--- src/rtl/sbpke_pkg.sv ---
// Package: types, register indexes, button bits and scan table for the pad key block.
package sbpke_pkg;

	localparam int WORD_W = 13;
	localparam int BUTTON_COUNT = 12;
	localparam int BIT_IDX_W = $clog2(WORD_W);

	// Button word bit positions
	localparam logic [BIT_IDX_W-1:0] BIT_UP      = 4'd0;
	localparam logic [BIT_IDX_W-1:0] BIT_DOWN    = 4'd1;
	localparam logic [BIT_IDX_W-1:0] BIT_LEFT    = 4'd2;
	localparam logic [BIT_IDX_W-1:0] BIT_RIGHT   = 4'd3;
	localparam logic [BIT_IDX_W-1:0] BIT_B       = 4'd4;
	localparam logic [BIT_IDX_W-1:0] BIT_C       = 4'd5;
	localparam logic [BIT_IDX_W-1:0] BIT_A       = 4'd6;
	localparam logic [BIT_IDX_W-1:0] BIT_START   = 4'd7;
	localparam logic [BIT_IDX_W-1:0] BIT_Z       = 4'd8;
	localparam logic [BIT_IDX_W-1:0] BIT_Y       = 4'd9;
	localparam logic [BIT_IDX_W-1:0] BIT_X       = 4'd10;
	localparam logic [BIT_IDX_W-1:0] BIT_MODE    = 4'd11;
	localparam logic [BIT_IDX_W-1:0] BIT_PRESENT = 4'd12;

	// Key codes
	localparam logic [3:0] KEY_LEFT  = 4'd0;
	localparam logic [3:0] KEY_RIGHT = 4'd1;
	localparam logic [3:0] KEY_UP    = 4'd2;
	localparam logic [3:0] KEY_DOWN  = 4'd3;
	localparam logic [3:0] KEY_START = 4'd4;
	localparam logic [3:0] KEY_MODE  = 4'd5;
	localparam logic [3:0] KEY_A     = 4'd6;
	localparam logic [3:0] KEY_B     = 4'd7;
	localparam logic [3:0] KEY_C     = 4'd8;
	localparam logic [3:0] KEY_X     = 4'd9;
	localparam logic [3:0] KEY_Y     = 4'd10;
	localparam logic [3:0] KEY_Z     = 4'd11;
	localparam logic [3:0] KEY_MAX   = KEY_Z;

	// Scan order, highest priority first
	localparam logic [BIT_IDX_W-1:0] SCAN_BIT [BUTTON_COUNT] = '{
		BIT_UP, BIT_DOWN, BIT_LEFT, BIT_RIGHT, BIT_START, BIT_A,
		BIT_B, BIT_C, BIT_X, BIT_Y, BIT_Z, BIT_MODE
	};
	localparam logic [3:0] SCAN_CODE [BUTTON_COUNT] = '{
		KEY_UP, KEY_DOWN, KEY_LEFT, KEY_RIGHT, KEY_START, KEY_A,
		KEY_B, KEY_C, KEY_X, KEY_Y, KEY_Z, KEY_MODE
	};
	localparam logic SCAN_LONG [BUTTON_COUNT] = '{
		1'b0, 1'b0, 1'b0, 1'b0, 1'b0, 1'b0,
		1'b0, 1'b0, 1'b0, 1'b1, 1'b0, 1'b1
	};

	// Configuration register indexes
	typedef enum logic [1:0] {
		REG_READ_INTERVAL = 2'd0,
		REG_SHORT_HOLD    = 2'd1,
		REG_LONG_HOLD     = 2'd2
	} cfg_reg_t;

	localparam logic [7:0] READ_INTERVAL_RST = 8'd5;
	localparam logic [7:0] SHORT_HOLD_RST    = 8'd25;
	localparam logic [7:0] LONG_HOLD_RST     = 8'd50;

	typedef struct packed {
		logic [7:0] read_interval_ms;
		logic [7:0] short_hold_ms;
		logic [7:0] long_hold_ms;
	} cfg_t;

	typedef struct packed {
		logic [31:0] now_ms;
		logic [5:0]  pins_phase_two;
		logic [5:0]  pins_phase_three;
		logic [5:0]  pins_phase_four;
		logic [5:0]  pins_phase_five;
	} in_item_t;

	typedef struct packed {
		logic [3:0] key_code;
		logic       pressed;
	} out_item_t;

endpackage

--- src/rtl/sbpke_decode.sv ---
// Six-button pad protocol decoder: phase pin samples to button word.
module sbpke_decode (
	input  logic [5:0]                  pins_phase_two,
	input  logic [5:0]                  pins_phase_three,
	input  logic [5:0]                  pins_phase_four,
	input  logic [5:0]                  pins_phase_five,
	output logic [sbpke_pkg::WORD_W-1:0] word
);

	logic [5:0] lo2, lo3, lo4, lo5;
	logic       present;
	logic       six;

	assign lo2 = ~pins_phase_two;
	assign lo3 = ~pins_phase_three;
	assign lo4 = ~pins_phase_four;
	assign lo5 = ~pins_phase_five;

	assign present = lo2[2] & lo2[3];
	assign six     = lo4[0] & lo4[1];

	always_comb begin
		word = '0;
		word[sbpke_pkg::BIT_PRESENT] = present;
		word[sbpke_pkg::BIT_A]       = present & lo2[4];
		word[sbpke_pkg::BIT_START]   = present & lo2[5];
		word[sbpke_pkg::BIT_UP]      = lo3[0];
		word[sbpke_pkg::BIT_DOWN]    = lo3[1];
		word[sbpke_pkg::BIT_LEFT]    = lo3[2];
		word[sbpke_pkg::BIT_RIGHT]   = lo3[3];
		word[sbpke_pkg::BIT_B]       = lo3[4];
		word[sbpke_pkg::BIT_C]       = lo3[5];
		// extra buttons only read when phase four of the same poll shows six-button mode
		word[sbpke_pkg::BIT_Z]       = six & lo5[0];
		word[sbpke_pkg::BIT_Y]       = six & lo5[1];
		word[sbpke_pkg::BIT_X]       = six & lo5[2];
		word[sbpke_pkg::BIT_MODE]    = six & lo5[3];
	end

endmodule

--- src/rtl/sbpke_event.sv ---
// Button state tracking, read throttle and debounced press/release selection.
module sbpke_event (
	input  logic                          clk,
	input  logic                          arst_n,
	input  logic                          fire,
	input  logic [31:0]                   now_ms,
	input  logic [sbpke_pkg::WORD_W-1:0]  fresh_word,
	input  sbpke_pkg::cfg_t               cfg,
	output logic                          evt_valid,
	output sbpke_pkg::out_item_t          evt_item
);

	logic [sbpke_pkg::WORD_W-1:0] cached_q;
	logic [sbpke_pkg::WORD_W-1:0] prev_q;
	logic [31:0]                  last_decode_q;
	logic [31:0]                  last_event_q;

	logic [31:0]                  since_decode;
	logic [31:0]                  since_event;
	logic                         take_fresh;
	logic [sbpke_pkg::WORD_W-1:0] word;
	logic [sbpke_pkg::WORD_W-1:0] changed;
	logic                         gap_short;
	logic                         gap_long;

	assign since_decode = now_ms - last_decode_q;
	assign since_event  = now_ms - last_event_q;
	assign take_fresh   = since_decode >= {24'd0, cfg.read_interval_ms};
	assign word         = take_fresh ? fresh_word : cached_q;
	assign changed      = word ^ prev_q;
	// zero hold still needs a nonzero gap: strict compare
	assign gap_short    = since_event > {24'd0, cfg.short_hold_ms};
	assign gap_long     = since_event > {24'd0, cfg.long_hold_ms};

	always_comb begin
		logic found;
		logic gap_ok;
		found    = 1'b0;
		evt_item = '0;
		for (int i = 0; i < sbpke_pkg::BUTTON_COUNT; i++) begin
			gap_ok = sbpke_pkg::SCAN_LONG[i] ? gap_long : gap_short;
			if (!found && changed[sbpke_pkg::SCAN_BIT[i]] && gap_ok) begin
				found             = 1'b1;
				evt_item.key_code = sbpke_pkg::SCAN_CODE[i];
				evt_item.pressed  = word[sbpke_pkg::SCAN_BIT[i]];
			end
		end
		evt_valid = found;
	end

	always_ff @(posedge clk or negedge arst_n) begin
		if (!arst_n) begin
			cached_q      <= '0;
			prev_q        <= '0;
			last_decode_q <= '0;
			last_event_q  <= '0;
		end else if (fire) begin
			prev_q <= word;
			if (take_fresh) begin
				cached_q      <= fresh_word;
				last_decode_q <= now_ms;
			end
			if (evt_valid) begin
				last_event_q <= now_ms;
			end
		end
	end

endmodule

--- src/rtl/six_button_pad_key_events.sv ---
// Top level of the six-button pad key event block.
//
//  port group   dir  handshake            payload
//  in_*         in   in_valid/in_ready    in_item  (sbpke_pkg::in_item_t)
//  out_*        out  out_valid/out_ready  out_item (sbpke_pkg::out_item_t)
//  cfg_*        in   cfg_we               cfg_index, cfg_data
//
// One poll per cycle sustained while the result is not stalled.
// Input register, then decode/compare/priority logic into the result register.
// A stalled result holds the input register; polls that make no event just retire.
// Reset clears valids, pad history and timestamps and loads the register defaults.
module six_button_pad_key_events (
	input  logic                 clk,
	input  logic                 arst_n,
	input  logic                 in_valid,
	output logic                 in_ready,
	input  sbpke_pkg::in_item_t  in_item,
	output logic                 out_valid,
	input  logic                 out_ready,
	output sbpke_pkg::out_item_t out_item,
	input  logic                 cfg_we,
	input  logic [1:0]           cfg_index,
	input  logic [7:0]           cfg_data
);

	sbpke_pkg::in_item_t          item_s1;
	logic                         valid_s1;
	sbpke_pkg::cfg_t              cfg_q;
	logic [sbpke_pkg::WORD_W-1:0] fresh_word;
	logic                         advance;
	logic                         evt_valid;
	sbpke_pkg::out_item_t         evt_item;
	logic                         out_valid_q;
	sbpke_pkg::out_item_t         out_item_q;

	assign advance   = valid_s1 && (!out_valid_q || out_ready);
	assign in_ready  = !valid_s1 || advance;
	assign out_valid = out_valid_q;
	assign out_item  = out_item_q;

	always_ff @(posedge clk or negedge arst_n) begin
		if (!arst_n) begin
			cfg_q.read_interval_ms <= sbpke_pkg::READ_INTERVAL_RST;
			cfg_q.short_hold_ms    <= sbpke_pkg::SHORT_HOLD_RST;
			cfg_q.long_hold_ms     <= sbpke_pkg::LONG_HOLD_RST;
		end else if (cfg_we) begin
			unique case (cfg_index)
				sbpke_pkg::REG_READ_INTERVAL: cfg_q.read_interval_ms <= cfg_data;
				sbpke_pkg::REG_SHORT_HOLD:    cfg_q.short_hold_ms    <= cfg_data;
				sbpke_pkg::REG_LONG_HOLD:     cfg_q.long_hold_ms     <= cfg_data;
				default: ;
			endcase
		end
	end

	always_ff @(posedge clk or negedge arst_n) begin
		if (!arst_n) begin
			valid_s1 <= 1'b0;
		end else if (in_ready) begin
			valid_s1 <= in_valid;
		end
	end

	always_ff @(posedge clk) begin
		if (in_valid && in_ready) begin
			item_s1 <= in_item;
		end
	end

	sbpke_decode u_decode (
		.pins_phase_two   (item_s1.pins_phase_two),
		.pins_phase_three (item_s1.pins_phase_three),
		.pins_phase_four  (item_s1.pins_phase_four),
		.pins_phase_five  (item_s1.pins_phase_five),
		.word             (fresh_word)
	);

	sbpke_event u_event (
		.clk        (clk),
		.arst_n     (arst_n),
		.fire       (advance),
		.now_ms     (item_s1.now_ms),
		.fresh_word (fresh_word),
		.cfg        (cfg_q),
		.evt_valid  (evt_valid),
		.evt_item   (evt_item)
	);

	always_ff @(posedge clk or negedge arst_n) begin
		if (!arst_n) begin
			out_valid_q <= 1'b0;
		end else if (advance) begin
			out_valid_q <= evt_valid;
		end else if (out_ready) begin
			out_valid_q <= 1'b0;
		end
	end

	always_ff @(posedge clk) begin
		if (advance && evt_valid) begin
			out_item_q <= evt_item;
		end
	end

endmodule

--- config.mk ---
export PLATFORM = sky130hd
export DESIGN_NAME = six_button_pad_key_events
export DESIGN_NICKNAME = d
export VERILOG_FILES = /design/src/rtl/sbpke_pkg.sv /design/src/rtl/sbpke_decode.sv /design/src/rtl/sbpke_event.sv /design/src/rtl/six_button_pad_key_events.sv
export SDC_FILE = /design/constraint.sdc
export NUM_CORES = 1
export LEC_CHECK = 0
export ABC_AREA = 0
export ABC_CLOCK_PERIOD_IN_PS = 9050
export CAP_MARGIN = 20
export CORE_ASPECT_RATIO = 1.4
export CORE_MARGIN = 3
export CORE_UTILIZATION = 61
export DETAILED_ROUTE_END_ITERATION = 6
export DONT_BUFFER_PORTS = 1
export PLACE_DENSITY = 0.77
export SETUP_SLACK_MARGIN = 0.02
export SLEW_MARGIN = 20
export SYNTH_ARGS = -nofsm -noshare
export SYNTH_HDL_FRONTEND = slang
export SYNTH_SLANG_ARGS = --single-unit
--- constraint.sdc ---
create_clock -name clk -period 9.05 [get_ports clk]
set_input_delay 1.81 -clock clk [delete_from_list [all_inputs] [get_ports clk]]
set_output_delay 1.81 -clock clk [all_outputs]
set_load 0.02 [all_outputs]
# Yosys cells after proc, flatten, opt, wreduce, memory -nomap -nowiden
# Index checks and enable logic that the tools add are counted.
# totals
ff_bits	158
in_bits	71
word_cells	112
# op_classes
add_sub_neg	2
n_lt_le_gt_ge	3
eq_ne	2
muxes	27
bitwise_logic	13
reduce_logical	49
# op_table
operator	count
32-bit by 8-bit greater-than comparator with 1-bit output	2
32-bit subtractor	2
5-bit 2-to-1 mux	10
32-bit by 8-bit greater-or-equal comparator with 1-bit output	1
1-bit logical AND	26
1-bit 2-to-1 mux	15
1-bit zero test	13
13-bit 2-to-1 mux	1
6-bit inverter	2
12-bit bitwise XOR	1
2-bit AND reduction	5
1-bit bitwise AND	8
4-bit inverter	1
3-bit 2-to-1 mux	1
2-bit by 1-bit equality test with 1-bit output, second input constant	1
2-bit equality test, second input constant	1
2-bit zero test	1
1-bit logical OR	2
2-bit inverter	1
2-bit nonzero test	1
2-bit OR reduction	1

# Logic depth before layout (Yosys ltp)
# Gate-level depths: netlist (run 1).
# logic_depth
ltp_word	52
depth_mapped	20

# Hierarchy
# Synthesis (run 1) repeated with hierarchy kept, for this count alone.
# unflattened
cells_unflattened	1112
area_unflattened_um2	10799.1
# by_module_without_submodules
mod	n_inst	cells_each	area_each_um2	seq_area_each_um2
sbpke_event	1	976	7885.1	1901.8
six_button_pad_key_events	1	122	2850.2	2492.4
sbpke_decode	1	14	63.8	0.0

# Worst setup path before layout (run 1)
# OpenSTA, ideal clock, no wires.
# synth_path
kind	register -> register
start	reg item_s1[24] (netlist bit)
end	reg u_event.last_decode_q[14]
setup_ns	0.128
arrival_ns	4.042
setup_slack_ns	4.880
stages_incl_launch_ff	19
path_buffers	1
synth_period_minus_slack_ns	4.170
cell_sequence	edfxtp_1 inv_1 ha_1 fa_1 and2b_1 o2111ai_2 nand2_1 xor2_1 ha_1 o21ai_0 nor2_1 nand4bb_1 or4b_1 nand4bb_1 nor4b_1 nand4b_1 nand3_2 buf_4 mux2_1
# synth_via
elab_chain_len	3
# synth_lines
item	line	source
start, declared	six_button_pad_key_events.sv:26	sbpke_pkg::in_item_t item_s1;
start signal, assigned	six_button_pad_key_events.sv:66	item_s1 <= in_item;
32-bit subtractor	sbpke_event.sv:26	assign since_decode = now_ms - last_decode_q;
32-bit by 8-bit greater-or-equal comparator with 1-bit output	sbpke_event.sv:28	assign take_fresh = since_decode >= {24'd0, cfg.read_interval_ms};
2-bit AND reduction (no line)	n/a	
end signal, assigned	sbpke_event.sv:61	last_decode_q <= now_ms;
end, declared	sbpke_event.sv:15	logic [31:0] last_decode_q;
# No other way between the ends.
# A chain may end at the register's enable or synchronous reset.

# Worst setup path after layout (run 1)
# layout_path
start	reg item_s1[24] (netlist bit)
end	reg u_event.last_event_q[31]
# layout_via
elab_chain_len	51
word_cells_on_any_way	54
cone_classes	add/sub: 2; order compare: 3; mux: 13; bitwise: 1; reduce/logical: 35
# layout_lines
item	line	source
32-bit subtractor	sbpke_event.sv:26	
32-bit by 8-bit greater-or-equal comparator with 1-bit output	sbpke_event.sv:28	
13-bit 2-to-1 mux	sbpke_event.sv:29	assign word = take_fresh ? fresh_word : cached_q;
12-bit bitwise XOR	sbpke_event.sv:30	assign changed = word ^ prev_q;
1-bit logical AND	sbpke_event.sv:42	if (!found && changed[sbpke_pkg::SCAN_BIT[i]] && gap_ok) begin
1-bit 2-to-1 mux	sbpke_event.sv:42	
1-bit zero test	sbpke_event.sv:42	
1-bit logical AND (2 in a row)	sbpke_event.sv:42	
[... 32 more ...]	n/a	
1-bit 2-to-1 mux	sbpke_event.sv:42	
1-bit zero test	sbpke_event.sv:42	
1-bit logical AND (2 in a row)	sbpke_event.sv:42	
1-bit 2-to-1 mux	sbpke_event.sv:42	
1-bit zero test	sbpke_event.sv:42	
1-bit logical AND (2 in a row)	sbpke_event.sv:42	
1-bit 2-to-1 mux *	sbpke_event.sv:42	
2-bit AND reduction (no line) *	n/a	
end signal, assigned	sbpke_event.sv:64	last_event_q <= now_ms;
end, declared	sbpke_event.sv:16	logic [31:0] last_event_q;
# Every way passes the cells marked *; elsewhere a longest branch is shown, timed or not.

==> reports/metrics.sh, run 1 <==
WORST-SLEW-PIN-TRANSITION_NS=1.052
RSZ0062_AT_GRT='false'
CTS.HTREE.LEVELS=4
MIN_PERIOD_NS=6.084
CP_SLOWEST_CELL='buf_4'
SYNTH_EDF_COUNT=53
DP_HPWL_UM=19800
SYNTH_ASYNC_SR_FLOP_SHARE_PCT=65.81
HOLD_BUFFERS=0
CRITICALPATHCATEGORY='flop to flop'
FIRST_PASS_GRT_WIRE_LENGTH_UM=42900
SYNTH_TOP_FLOP_CELL='dfrtp_1'
DRIVE_GT1_SHARE_PCT=10.39
LAYOUT_COMMON_CELLS='nand2_1, inv_1, dfrtp_1'
DRT_ITER0_DRC=670
POST_SYNTH_INSTANCE_AREA_SQ_UM=11260
POSTROUTEANTENNANETS=0
LAYOUT_COMMONEST_CELL='nand2_1'
NUMBER_OF_REGISTER_BITS_INFERRED_BY_SYNTHESIS=155
CTS.REPAIR.RESIZED=0
FINAL_CLOCK_SKEW_NS=0.01296
CELLLEAKAGEPOWER_nW=5.041
PLACE.DETAILED.INSTANCES=1411
RRSETUPSLACK_NS=2.97
FINAL-SETUP-VIOL-COUNT=0
IO_BUFFERS=0
CRIT_PATH_BUFFERS_INVERTERS=3
ROUTED-VIA-COUNT=8875
GRT_PASS1_VIAS=8603
NUM_PORTS=78
WORSTHOLDPATHTYPE='flop to flop'
AREA.GROWTH.SYNTH_TO_FINAL_PCT=6.066
WIRELENGTH_UM=26120
STD_CELL_ROWS=58
DRT_DRC_VIOLATIONS_LEFT=0
DIEAREA_SQ_UM=20150
SYNTHESIS.NETS=1363
GRT_USE_TOTAL_PCT=26.26
FIN_NETS=1349
SYNTHESIS.YOSYS.WARNINGS=0
DIE_X_UM=120.8
LARGEST_BUFFER_COUNT_ON_ANY_CLOCK_PATH=2
CRIT_CHAIN='inv_1, ha_1, fa_1, and2b_1, o2111ai_2, nand2_1, xor2_1, ha_1, o21ai_0, nor2_1, nand4bb_1, or4b_1, nand4bb_1, nor4b_1, nand4b_1, nand3_2, buf_4, a21oi_4, buf_4, mux2_4'
CTS_SETUP_BUFFERS=0
TIMING.FINAL.CRIT_SHARE_PCT=67.23
STARTPOINT_CLASS_OF_THE_CRITICAL_PATH='flop'
DETAILEDROUTE.FIRSTPASSITERATIONCOUNT=5
STATUS='finished, final reports clean'
FRACTION_OF_THE_YOSYS_AREA_TAKEN_BY_SEQUENTIAL_CELLS_PCT=36.88
VDD_DROP_MAX_V=0.0001373
CP_TOP_FAMILY='simple AND/OR/NAND/NOR gates'
MAXCAPVIOLATIONS=0
TRITONCTS_NUM_SINKS=155
TOTAL_POWER_DENSITY_PER_CELL_AREA_nW_PER_UM2=243.8
CLOCK.FMAX_MHz=164.4
TRITONCTS='built'
MAXSLEWHEADROOM_PCT=29.74
CPPEAKSTAGEDELAY_NS=0.57
DRV_SLEW=0
GP_ROUTABILITY_CONGESTION=0.9569
GRT_OVERFLOW_TOTAL=0
STD_CELL_CORE_AREA_SQ_UM=18070
FINAL-HOLD-VIOLATION-COUNT=0
SYN-INSTANCE-COUNT=1204
SYNTHESIS.AREA_PER_INSTANCE_SQ_UM=9.355
SYNTH_CELL_TYPES=96
FINALPOWER_mW=2.913
ANTENNA_FOUND_INITIAL=0
DIE-HEIGHT_UM=166.8
WORST_SKEW_PAIR.LATE_LATENCY_NS=0.43
CTS_BUFFER_COUNT=17
REQ_TIME_CRIT_PATH_NS=9.36
VIA_PER_INST=6.150
FINISH.CELL_COUNT_WITHOUT_FILLERS=1443
CP-END-KIND='flop'
FLOORPLAN.INITIALDENSITY_PCT=62.33
NUM_ANTENNA_CELLS=0
FINALSETUPTNS_NS=0
WORST_EP_ARRIVAL_TIME_NS=6.39
CLKSLEWWORSTSETUPHOLDPATHS_NS=0.06
CRIT_FANOUT=53
GRT_MAX_DEGREE=103
CLOCK-ROOT-BUFFER='clkbuf_16'
AVGROUTEDWIREPERCELL_UM=18.10
area by class of cell:
class	count	area, sq um
clock inverters	14	146.4
repair buffers	4	30.03
fillers	1445	6123
flip-flops and latches	155	4154
inverters	115	431.7
multi-input cells	897	6455
well taps	240	300.3
clock buffers	18	429.2
state kept, by name, summed over array words and instances (netlist names):
| register | count |
|---|---|
| item_s1 | 48 |
| u_event.prev_q | 12 |
| valid_s1 | 1 |
| cfg_q | 24 |
| out_valid | 1 |
| out_item | 5 |
| u_event.last_event_q | 32 |
| u_event.last_decode_q | 32 |
stage by stage:
stage          util, %  instance area, sq um  setup slack (ns)  hold WS, ns
6_report         66.11                 11950             2.966       0.4912
5_1_grt          66.11                 11950             2.624       0.5118
4_1_cts          66.11                 11950             2.962       0.4951
3_5_place_dp     62.93                 11370             2.996       0.4812
3_3_place_gp     62.93                 11370             3.140       0.4711
2_1_floorplan        -                 11260             4.880       0.4538
synthesized netlist by cell type, drive strengths merged (4+ instances only):
library cell	n	area, sq um
o2111ai	9	102.6
buf	18	151.4
inv	115	431.7
o211ai	13	102.6
nand3	30	155.1
nand4b	5	43.79
clkbuf	19	72.56
mux2i	6	60.06
a21oi	82	432.9
o221ai	4	35.03
nand4	26	162.7
nor2b	10	62.56
a211o	4	35.03
nor3	25	125.1
or3	8	50.05
dfrtp	94	2352
o21ai	104	629.4
o21a	16	120.1
ha	86	1076
o21bai	14	105.1
mux2	57	649.4
a2111oi	5	106.4
a221oi	6	65.06
xnor2	27	236.5
a31oi	6	37.54
and4	9	80.08
o22ai	7	43.79
a211oi	15	122.6
a21o	18	142.6
nor4	9	71.32
xor2	17	148.9
or4	7	56.30
nand2b	5	31.28
edfxtp	53	1592
a21boi	6	45.04
dfstp	8	210.2
nor2	69	261.5
nand2	127	476.7
and2	7	43.79
or2	6	37.54
kinds of logic after synthesis:
family	count (synthesis)	synth area share, %
AO/OA/AOI/OAI	338	21.32
XOR/XNOR	44	3.421
multiplexers	63	6.299
adder cells (fa/ha/maj)	88	9.909
flip-flops	155	36.88
buffers and inverters	152	5.821
AND/OR/NAND/NOR	364	16.35
final timing paths:
kind,startpoint,end,depth (start not counted)
setup / recovery,item_s1[24]$_DFFE_PP_,u_event.last_event_q[31]$_DFFE_PN0P_,20
hold / removal,u_event.last_decode_q[17]$_DFFE_PN0P_,u_event.last_decode_q[17]$_DFFE_PN0P_,1
setup reg to reg,item_s1[24]$_DFFE_PP_,u_event.last_event_q[31]$_DFFE_PN0P_,20
hold reg to reg,u_event.last_decode_q[17]$_DFFE_PN0P_,u_event.last_decode_q[17]$_DFFE_PN0P_,1
max in group asynchronous,arst_n,cfg_q[18]$_DFFE_PN1P_,0
min in group asynchronous,arst_n,cfg_q[3]$_DFFE_PN0P_,0
layer usage:
metal  up-vias  global-route usage (%)  wire, um
li1       4386                       -         -
met1      4198                   33.64     11200
met2       236                   44.17     12880
met3        55                   4.178      1088
met4         0                   10.55       938
met5         -                       0         0
worst register-to-register path: cells and delay by family (launching register included):
family	cells	cell delay, ns
buf+inv	3	1.02
mux	1	0.36
flops	1	0.35
compound gates	3	0.75
simple gates	9	2.36
xor+xnor	1	0.18
fa+ha+maj	3	0.96
where the power goes:
| part | leakage, nW | internal [mW] | switching (mW) | total [mW] |
|---|---|---|---|---|
| sequential | 1.73 | 0.843 | 0.0670 | 0.910 |
| clock | 0.282 | 0.407 | 0.298 | 0.705 |
| combinational | 3.03 | 0.511 | 0.787 | 1.30 |
| total | 5.04 | 1.76 | 1.15 | 2.91 |
Power figures use the tool's default switching activity.
==> run 2, diff against run 1 <==
- ABC_CLOCK_PERIOD_IN_PS: 9050 -> 6100
- clock period: 9.05 -> 6.1 ns (I/O delays scaled with it)
==> run 2 against run 1 <==
- total power is 53% higher
- clock-buffer cell count stayed put
- via count increased by 1.4%
- sequential share of layout area down 0.36 points
- critical path type unchanged
- critical endpoint is now u_event.last_decode_q[3]$_DFFE_PN0P_
- largest power group unchanged
==> reports/metrics.sh, run 2 (synthesis results as in run 1) <==
CTS_SETUP_BUFFERS=0  # unchanged
VDD_DROP_MAX_V=0.0002237  # +63%
FIN_NETS=1350  # +0.074%
TOTAL_POWER_DENSITY_PER_CELL_AREA_nW_PER_UM2=370.0  # +52%
MAXCAPVIOLATIONS=0  # unchanged
STATUS='finished, final reports clean'
CELLLEAKAGEPOWER_nW=5.085  # +0.88%
TRITONCTS='built'
POSTROUTEANTENNANETS=0  # unchanged
RSZ0062_AT_GRT='false'
LAYOUT_COMMON_CELLS='nand2_1, inv_1, dfrtp_1'
FLOORPLAN.INITIALDENSITY_PCT=62.33  # unchanged
DRV_SLEW=0  # unchanged
CTS.HTREE.LEVELS=4  # unchanged
GRT_PASS1_VIAS=8701  # +1.1%
WORSTHOLDPATHTYPE='input port to asynchronous set/reset pin'
FINAL-SETUP-VIOL-COUNT=0  # unchanged
CP-END-KIND='flop'
TOP_SIGNAL_LAYER_USED='met4'
DRT_DRC_VIOLATIONS_LEFT=0  # unchanged
CLOCK.FMAX_MHz=193.5  # +18%
CRIT_FANOUT=52  # -1.9%
ROUTED-VIA-COUNT=8996  # +1.4%
POWER_FRAC_COMB_PCT=43.5  # -1.0 points
DIE_X_UM=120.8  # unchanged
DRIVE_GT1_SHARE_PCT=10.63  # +0.24 points
ANTENNA_FOUND_INITIAL=0  # unchanged
GRT_OVERFLOW_TOTAL=0  # unchanged
REQ_TIME_CRIT_PATH_NS=6.40  # -2.96 ns
FINALSETUPTNS_NS=0  # unchanged
LARGEST_BUFFER_COUNT_ON_ANY_CLOCK_PATH=2  # unchanged
GP_ROUTABILITY_CONGESTION=0.9620  # +0.53%
DP_HPWL_UM=20090  # +1.5%
GRT_USE_TOTAL_PCT=26.50  # +0.24 points
DRT_ITER0_DRC=611  # -8.8%
TRITONCTS_NUM_SINKS=155  # unchanged
WIRELENGTH_UM=26280  # +0.63%
FF2FF_PATH_DEPTH=18  # -10%
MAXSLEWHEADROOM_PCT=53.87  # +24 points
IO_BUFFERS=0  # unchanged
CLKSLEWWORSTSETUPHOLDPATHS_NS=0.07  # about the same
POWER_REPORT.INTERNAL_TOTAL_mW=2.748  # +56%
AVGROUTEDWIREPERCELL_UM=18.20  # +0.56%
STD_CELL_ROWS=58  # unchanged
SWITCHINGPOWER_mW=1.719  # +49%
NUM_ANTENNA_CELLS=0  # unchanged
LARGEST_REGISTER_FF_COUNT=48  # unchanged
GRT_MAX_DEGREE=103  # unchanged
STD_CELL_CORE_AREA_SQ_UM=18070  # unchanged
CRITICALPATHCATEGORY='flop to flop'
AREA.GROWTH.SYNTH_TO_FINAL_PCT=7.187
MET2_ROUTED_WIRELENGTH_UM=12910  # +0.19%
CTS_BUFFER_COUNT=17  # unchanged
LAYOUT.FILLER_CELLS=1441  # -0.28%
WIRELENGTH_MET1_UM=11080  # -1.1%
ROUTE.MET3.WL_UM=990  # -9.0%
VIA_PER_INST=6.230  # +1.3%
WORST_EP_ARRIVAL_TIME_NS=5.47  # -0.92 ns
NUM_PORTS=78  # unchanged
HOLD_BUFFERS=0  # unchanged
CTS.REPAIR.RESIZED=0  # unchanged
REG.LARGEST.LIST='item_s1 (48), u_event.last_decode_q (32), u_event.last_event_q (32)'
FINALPOWER_mW=4.467  # +53%
WORST_SKEW_PAIR.LATE_LATENCY_NS=0.43  # about the same
STARTPOINT_CLASS_OF_THE_CRITICAL_PATH='flop'
MIN_PERIOD_NS=5.167  # -0.9167 ns
SWITCHING_POWER_SHARE_OF_THE_TOTAL_PCT=38.49  # -1.0 points
POWER.SEQUENTIAL.FRACTION_PCT=30.2  # -1.0 points
WORST-SLEW-PIN-TRANSITION_NS=0.6848  # -0.3668 ns
LAYOUT_COMMONEST_CELL='nand2_1'
SHARE_OF_TOTAL_POWER_IN_THE_CLOCK_NETWORK_PCT=26.2  # +2.0 points
FIRST_PASS_GRT_WIRE_LENGTH_UM=43160  # +0.59%
LARGEST-REGISTER='item_s1'
TIMING.FINAL.CRIT_SHARE_PCT=84.71  # +17 points
CLOCK-ROOT-BUFFER='clkbuf_16'
FINAL-HOLD-VIOLATION-COUNT=0  # unchanged
DIE-HEIGHT_UM=166.8  # unchanged
DETAILEDROUTE.FIRSTPASSITERATIONCOUNT=6  # +1
FINAL_CLOCK_SKEW_NS=0.006105  # -0.006851 ns
DIEAREA_SQ_UM=20150  # unchanged
run 2: power by group through the flow:
| stage | logic [mW] | clock network, mW | registers [mW] |
|---|---|---|---|
| global placement | 1.86 | 0 | 1.36 |
| detailed placement | 1.91 | 0 | 1.37 |
| finish | 1.95 | 1.17 | 1.35 |
| floorplan | 1.52 | 0 | 1.34 |
| CTS | 1.93 | 1.19 | 1.35 |
| global route | 2.16 | 1.23 | 1.37 |
run 2: layout make-up:
cell class              instances  area, sq um  share of cell area (%)
multi-input cells             897         6455                   53.47
clock inverters                14        220.2                   1.824
flip-flops and latches        155         4154                   34.41
clock buffers                  18        429.2                   3.555
well taps                     240        300.3                   2.487
inverters                     115        431.7                   3.576
repair buffers                  5        82.58                  0.6840
run 2: worst max-delay path, cell delays in order, from the launching register on:
cell and delay (ns):
edfxtp_1 0.35, inv_1 0.08, ha_1 0.23, fa_1 0.41
and2b_1 0.31, o2111ai_2 0.24, nand2_1 0.16, xor2_1 0.16
ha_1 0.27, o21ai_0 0.18, nor2_1 0.08, nand4bb_1 0.19
or4b_1 0.46, nand4bb_1 0.19, nor4b_1 0.40, nand4b_1 0.38
nand3_2 0.26, buf_12 0.29, mux2_1 0.36
run 2: per-layer routing:
metal  track usage [%]  vias to the layer above
li1                  -                     4391
met1             33.43                     4277
met2             44.22                      257
met3             3.906                       71
met4             13.02                        0
met5                 0                        -
run 2: worst paths after layout:
kind	end	from	slack, ns
max	u_event.last_decode_q[3]$_DFFE_PN0P_	item_s1[24]$_DFFE_PP_	0.93
min	cfg_q[6]$_DFFE_PN0P_	arst_n	0.48
max reg2reg	u_event.last_decode_q[3]$_DFFE_PN0P_	item_s1[24]$_DFFE_PP_	0.93
min reg2reg	u_event.last_decode_q[19]$_DFFE_PN0P_	u_event.last_decode_q[19]$_DFFE_PN0P_	0.49
max in group asynchronous	u_event.last_event_q[18]$_DFFE_PN0P_	arst_n	5.33
min in group clk	u_event.last_decode_q[19]$_DFFE_PN0P_	u_event.last_decode_q[19]$_DFFE_PN0P_	0.49
run 2: stage by stage:
stage               hold WS [ns]  cells  util [%]  setup slack (ns)  area (sq um)
floorplan                 0.4538   1204         -             1.930         11260
global placement          0.4698   1411     63.07             1.122         11400
detailed placement        0.4809   1412     63.22             1.018         11420
CTS                       0.4721   1444     66.81            0.9629         12070
global route              0.4685   1444     66.81            0.6852         12070
finish                    0.4835   1444     66.81            0.9328         12070
